### src/rtl/lap_pkg.sv
// Shared types, sizes and helper functions for the lattice A* planner.
// Used by lap_isqrt and lattice_astar_planner; depends on nothing else.
package lap_pkg;

	// Grid and heap dimensions
	localparam int GRID_X     = 64;
	localparam int GRID_Y     = 32;
	localparam int HEADINGS   = 16;
	localparam int HEAP_DEPTH = 65536;

	localparam int XW     = $clog2(GRID_X);
	localparam int YW     = $clog2(GRID_Y);
	localparam int KW     = $clog2(HEADINGS);
	localparam int CELL_W = XW + YW;
	localparam int SIDX_W = CELL_W + KW;
	localparam int HAW    = $clog2(HEAP_DEPTH);
	localparam int HCNT_W = HAW + 1;

	// Costs, heuristic and keys
	localparam int COST_W = 16;
	localparam int H_W    = 15;
	localparam int KEY_W  = COST_W + 9;
	localparam int SEQ_W  = 24;
	localparam int EXP_W  = 16;

	// Square root unit: radicand holds (dx^2+dy^2) << 16
	localparam int RAD_W     = 30;
	localparam int ROOT_W    = RAD_W / 2;
	localparam int ISQ_STEPS = RAD_W / 2;
	localparam int ISQ_CW    = $clog2(ISQ_STEPS);

	// Configuration register indexes
	localparam logic [1:0] CFG_WIDTH  = 2'd0;
	localparam logic [1:0] CFG_HEIGHT = 2'd1;

	// Item modes
	localparam logic MODE_OCC    = 1'b0;
	localparam logic MODE_SEARCH = 1'b1;

	typedef struct packed {
		logic       mode;
		logic [5:0] cell_x;
		logic [4:0] cell_y;
		logic       occupied;
		logic [5:0] start_x;
		logic [4:0] start_y;
		logic [3:0] start_heading;
		logic [5:0] goal_x;
		logic [4:0] goal_y;
	} req_t;

	typedef struct packed {
		logic        found;
		logic [14:0] path_cost;
		logic [3:0]  end_heading;
		logic [15:0] expansions;
		logic        heap_overflow;
	} rsp_t;

	typedef struct packed {
		logic [KEY_W-1:0]  key;
		logic [SEQ_W-1:0]  seq;
		logic [SIDX_W-1:0] idx;
	} heap_ent_t;

	typedef struct packed {
		logic              seen;
		logic              closed;
		logic [COST_W-1:0] cost;
	} st_ent_t;

	typedef enum logic [4:0] {
		S_OCC_CLR,
		S_IDLE,
		S_ST_CLR,
		S_START,
		S_START_HW,
		S_PUSH_RD,
		S_PUSH_CMP,
		S_POP_CHK,
		S_POP_LD,
		S_SIFT_RD,
		S_SIFT_CMP,
		S_SIFT_END,
		S_CUR_CHK,
		S_OCC_RD,
		S_OCC_CHK,
		S_HEUR_W,
		S_NB_RD,
		S_NB_CHK,
		S_DONE
	} state_t;

	// Cell step of a heading, x part
	function automatic logic signed [1:0] off_dx(input logic [KW-1:0] k);
		int sect;
		sect = (int'(k) * 16) / HEADINGS;
		case (sect)
			0, 1, 2, 14, 15:       off_dx = 2'sd1;
			3, 4, 5, 11, 12, 13:   off_dx = 2'sd0;
			default:               off_dx = -2'sd1;
		endcase
	endfunction

	// Cell step of a heading, y part
	function automatic logic signed [1:0] off_dy(input logic [KW-1:0] k);
		int sect;
		sect = (int'(k) * 16) / HEADINGS;
		case (sect)
			2, 3, 4, 5, 6:         off_dy = 2'sd1;
			10, 11, 12, 13, 14:    off_dy = -2'sd1;
			default:               off_dy = 2'sd0;
		endcase
	endfunction

	// Heap order: smaller key first, ties by push order
	function automatic logic ent_less(input heap_ent_t a, input heap_ent_t b);
		ent_less = (a.key < b.key) || ((a.key == b.key) && (a.seq < b.seq));
	endfunction

	// Radicand for the distance heuristic
	function automatic logic [RAD_W-1:0] heur_rad(input logic [XW-1:0] x,
		input logic [YW-1:0] y, input logic [XW-1:0] gx, input logic [YW-1:0] gy);
		logic [XW-1:0]     dx;
		logic [YW-1:0]     dy;
		logic [2*XW:0]     sum;
		dx  = (x > gx) ? (x - gx) : (gx - x);
		dy  = (y > gy) ? (y - gy) : (gy - y);
		sum = (2*XW+1)'(dx * dx) + (2*XW+1)'(dy * dy);
		heur_rad = RAD_W'({sum, 16'd0});
	endfunction

endpackage

### src/rtl/lap_isqrt.sv
// Bit-serial integer square root, one root bit per cycle.
// Depends on lap_pkg for widths.
module lap_isqrt (
	input  logic                       clk,
	input  logic                       arst_n,
	input  logic                       start,
	input  logic [lap_pkg::RAD_W-1:0]  radicand,
	output logic                       done,
	output logic [lap_pkg::ROOT_W-1:0] root
);

	logic [lap_pkg::RAD_W-1:0]  rad_q;
	logic [lap_pkg::ROOT_W+3:0] rem_q;
	logic [lap_pkg::ROOT_W-1:0] root_q;
	logic [lap_pkg::ISQ_CW-1:0] cnt_q;
	logic                       busy_q;
	logic                       done_q;

	logic [lap_pkg::ROOT_W+3:0] rem_sh;
	logic [lap_pkg::ROOT_W+3:0] trial;

	// Next remainder window and trial subtrahend
	assign rem_sh = {rem_q[lap_pkg::ROOT_W+1:0], rad_q[lap_pkg::RAD_W-1 -: 2]};
	assign trial  = (lap_pkg::ROOT_W+4)'({root_q, 2'b01});

	// Control
	always_ff @(posedge clk or negedge arst_n) begin
		if (!arst_n) begin
			busy_q <= 1'b0;
			done_q <= 1'b0;
			cnt_q  <= '0;
		end else begin
			done_q <= 1'b0;
			if (start) begin
				busy_q <= 1'b1;
				cnt_q  <= '0;
			end else if (busy_q) begin
				if (cnt_q == lap_pkg::ISQ_CW'(lap_pkg::ISQ_STEPS - 1)) begin
					busy_q <= 1'b0;
					done_q <= 1'b1;
				end
				cnt_q <= cnt_q + 1'b1;
			end
		end
	end

	// Datapath
	always_ff @(posedge clk) begin
		if (start) begin
			rad_q  <= radicand;
			rem_q  <= '0;
			root_q <= '0;
		end else if (busy_q) begin
			rad_q <= {rad_q[lap_pkg::RAD_W-3:0], 2'b00};
			if (rem_sh >= trial) begin
				rem_q  <= rem_sh - trial;
				root_q <= {root_q[lap_pkg::ROOT_W-2:0], 1'b1};
			end else begin
				rem_q  <= rem_sh;
				root_q <= {root_q[lap_pkg::ROOT_W-2:0], 1'b0};
			end
		end
	end

	assign done = done_q;
	assign root = root_q;

endmodule

### config.mk
export PLATFORM = sky130hd
export DESIGN_NAME = lap_isqrt
export DESIGN_NICKNAME = d
export VERILOG_FILES = /design/src/rtl/lap_pkg.sv /design/src/rtl/lap_isqrt.sv
export SDC_FILE = /design/constraint.sdc
export NUM_CORES = 1
export LEC_CHECK = 0
export ABC_CLOCK_PERIOD_IN_PS = 3400
export BUFFER_PORTS_ARGS = -buffer_cell sky130_fd_sc_hd__buf_2
export CELL_PAD_IN_SITES_DETAIL_PLACEMENT = 1
export CELL_PAD_IN_SITES_GLOBAL_PLACEMENT = 2
export CORE_MARGIN = 1
export CORE_UTILIZATION = 28
export DETAILED_ROUTE_END_ITERATION = 8
export HOLD_SLACK_MARGIN = 0.03
export PLACE_DENSITY_LB_ADDON = 0.1
export SYNTH_ARGS = -nofsm -noshare
export SYNTH_HDL_FRONTEND = slang
export SYNTH_SLANG_ARGS = --single-unit
### constraint.sdc
create_clock -name clk -period 3.4 [get_ports clk]
set_clock_uncertainty 0.1 [all_clocks]
set_input_delay 0.34 -clock clk [delete_from_list [all_inputs] [get_ports clk]]
set_output_delay 0.34 -clock clk [all_outputs]
set_load 0.01 [all_outputs]
==> impl_metrics.csv <==
group,metric,value,unit
cts,clkTransAtPathRegs,0.06,ns
yosys,synth_seq_area_share,45.8,%
critical_path,worstSetupEndpointType,"flip-flop",
yosys,synth_top_cell_area_share,24.4,%
yosys,synthFlopType,"dfxtp_1",
sta,finalSetupViolCount,0,
finish,final-instance-count-excl-fill,570,
placed_design,dp_cells,553,
grt,busiest_layer,"met2",
critical_path,worstPathRequired,3.57,ns
cts,cts.path.max_buffers,2,
yosys,synthTopCellsByCount,"41 x nor2_1, 32 x dfxtp_1, 30 x edfxtp_1",
yosys,synth.distinct_cells,50,
grt,gr-total-overflow,0,
floorplanning,ios,49,
yosys,synth_warnings,0,
critical_path,cp.arrival,3.25,ns
power_and_ir_drop,leakagePower,1.88,nW
power_and_ir_drop,power,3.62,mW
grt,antenna_found_initial,0,
floorplanning,num_rows,41,
critical_path,crit_chain,"inv_1 > ha_1 > a21oi_1 > nand2_1 > a21oi_1 > o211ai_1 > a31oi_4 > mux2_2 > o21ai_0",
yosys,netlist_area,0.00369,mm²
worst_hold_path,hp-class,"in -> reg",
detailed_routing,drtAntennaViolNets,0,
sta,drv_slew,0,
cts,cts_tree,"yes",
grt,grt.total_usage,14.1,%
grt,grtUsageMet3,3.76,%
finish,diodes,0,
yosys,async_reset_ff_share,8.82,%
yosys,synth.avg_cell_area,10.7,µm²
floorplanning,die_area,0.0136,mm²
flow_run,drv_cap,0,
sta,max_freq,0.325,GHz
critical_path,cp_slowest_stage_delay,0.74,ns
cts,cts_buffers,9,
detailed_routing,drt-vias-per-instance,4.76,
grt,grt_pass1_wl,14200,µm
placed_design,hpwl,6200,µm
floorplanning,die-height,117,µm
floorplanning,start_util,29.0,%
sta,fin_crit,3.08,ns
cts,clock_sinks,68,
finish,fillers,1461,
detailed_routing,finalWirelength,8770,µm
power_and_ir_drop,powerDensity,831,mW/mm²
yosys,syn_inst,346,
placed_design,finalWeightedCongestion,0.762,
grt,met2_usage,23.1,%
yosys,synth-seq-cells,68,
cts,post_cts_buffers,0,
power_and_ir_drop,ir_drop,235,µV
detailed_routing,drc,0,
yosys,syn-num-nets,398,
sta,hold_viol_final,0,
cts,htree_levels,3,
detailed_routing,wl_per_cell,15.4,µm
finish,synthToLayoutAreaGrowth,18.0,%
finish,drive_above_1_share,25.4,%
finish,final_nets,445,
floorplanning,coreArea,0.0127,mm²
sta,fin_tns_setup,0,ns
sta,rsz0062_at_grt,"no",
yosys,ys_top_cells_by_area,"edfxtp_1 24%, dfxtp_1 17%, mux2_2 8.9%, mux2i_1 6.8%, ha_1 6.4%",
detailed_routing,drtPass1Iterations,4,
grt,grt_use_met1,17.7,%
yosys,synth_edf_count,30,
yosys,synth_largest_area_cell,"edfxtp_1",
grt,grt_max_degree,53,
sta,finalCritPeriodShare,90.5,%
cts,cts-root-buf,"clkbuf_16",
sta,holdWs,0.179,ns
cts,clk_latency,0.34,ns
critical_path,crit_path_max_fanout,22,
floorplanning,die_w,117,µm
critical_path,cp_slowest_cell,"a31oi_4",
critical_path,start_kind,"flip-flop",
grt,grt_pass1_vias,2780,
critical_path,path_common_cell,"a21oi_1",
placed_design,io_buffers,48,
detailed_routing,via_count,2716,
yosys,synth.most_common_cell,"nor2_1",
detailed_routing,drtIter0Drc,98,
sta,worst_pin_slew,0.866,ns
sta,relSlewSlack,42.2,%
outcome,status,"complete, no violations",
critical_path,worstSetupPathType,"reg -> reg",
-- metal layers --
| layer | routed length, µm | vias to the layer above |
|---|---|---|
| met2 | 4230 | 25 |
| met3 | 200 | 16 |
| met1 | 4160 | 1348 |
| li1 | - | 1327 |
| met5 | 0 | - |
| met4 | 183 | 0 |
-- repair_timing --
| item | 4_1_cts | 5_1_grt |
|---|---|---|
| gates resized for setup | 0 | 0 |
| hold endpoints to repair | 6 | 0 |
| hold buffers | 1 | 0 |
-- through the flow --
step	cell area [µm²]	setup WS (ns)	util, %
floorplan	3690	0.971	-
global placement	4050	0.372	31.8
detailed placement	4050	0.294	31.8
CTS	4350	0.277	34.2
global route	4350	0.0541	34.2
finish	4350	0.324	34.2
-- registers in the layout (all words and copies together), names as in the netlist --
signal  count
busy_q      1
cnt_q       4
done        1
rad_q      30
rem_q      17
root       15
-- layout make-up --
cell class	instances	area, µm²	area share [%]
Multi-Input combinational cell	237	1780	40.9
Sequential cell	68	1690	38.9
Timing Repair Buffer	53	280	6.44
Clock buffer	12	246	5.66
Tap cell	172	215	4.94
Inverter	24	90.1	2.07
Clock inverter	4	48.8	1.12
-- cells in the final DEF, fill, tap and decap left out, types with 19 or more instances in the layout --
cell type,netlist,layout
ha_1,19,19
dfxtp_1,32,32
mux2i_1,25,25
inv_1,24,24
edfxtp_1,30,30
buf_2,0,48
nand2_1,19,19
mux2_2,29,29
nor2_1,41,41
-- path summary, 6_finish.rpt --
kind	from	end	slack, ns	cells past startpoint
max	root[7]$_SDFFE_PP0P_	rem_q[1]$_SDFFE_PP0P_	0.32	9
min	radicand[1]	rad_q[1]$_SDFFCE_PN0P_	0.18	2
max reg2reg	root[7]$_SDFFE_PP0P_	rem_q[1]$_SDFFE_PP0P_	0.32	9
min reg2reg	rem_q[15]$_SDFFE_PP0P_	rem_q[15]$_SDFFE_PP0P_	0.38	2
max in group asynchronous	arst_n	cnt_q[2]$_DFFE_PN0P_	2.82	2
min in group asynchronous	arst_n	done$_DFF_PN0_	0.24	2
-- cell families (layout without fill, tap and decap cells) --
logic type                 after synthesis  in the layout  synth area share (%)
and+or+nand+nor                         88             88                  11.0
DFF                                     68             68                  45.8
AOI/OAI and AO/OA                       59             59                  11.2
muxes                                   54             54                  15.6
buffers and inverters                   41             93                  5.87
adders and majority gates               19             19                  6.44
xor gates and xnor gates                17             17                  4.04
-- worst max-delay path: cells and delay by family (launching register included) --
family,cells,cell delay [ns]
AOI/OAI and AO/OA,5,1.54
muxes,1,0.41
adders and majority gates,1,0.38
DFF,1,0.36
and+or+nand+nor,1,0.14
buffers and inverters,1,0.06
-- where the power goes --
part	leakage, nW	total (mW)	switching (mW)	internal [mW]
sequential	0.660	1.08	0.0854	0.992
combinational	1.08	1.59	0.866	0.726
clock	0.136	0.951	0.365	0.586
Power figures use the tool's default switching activity.
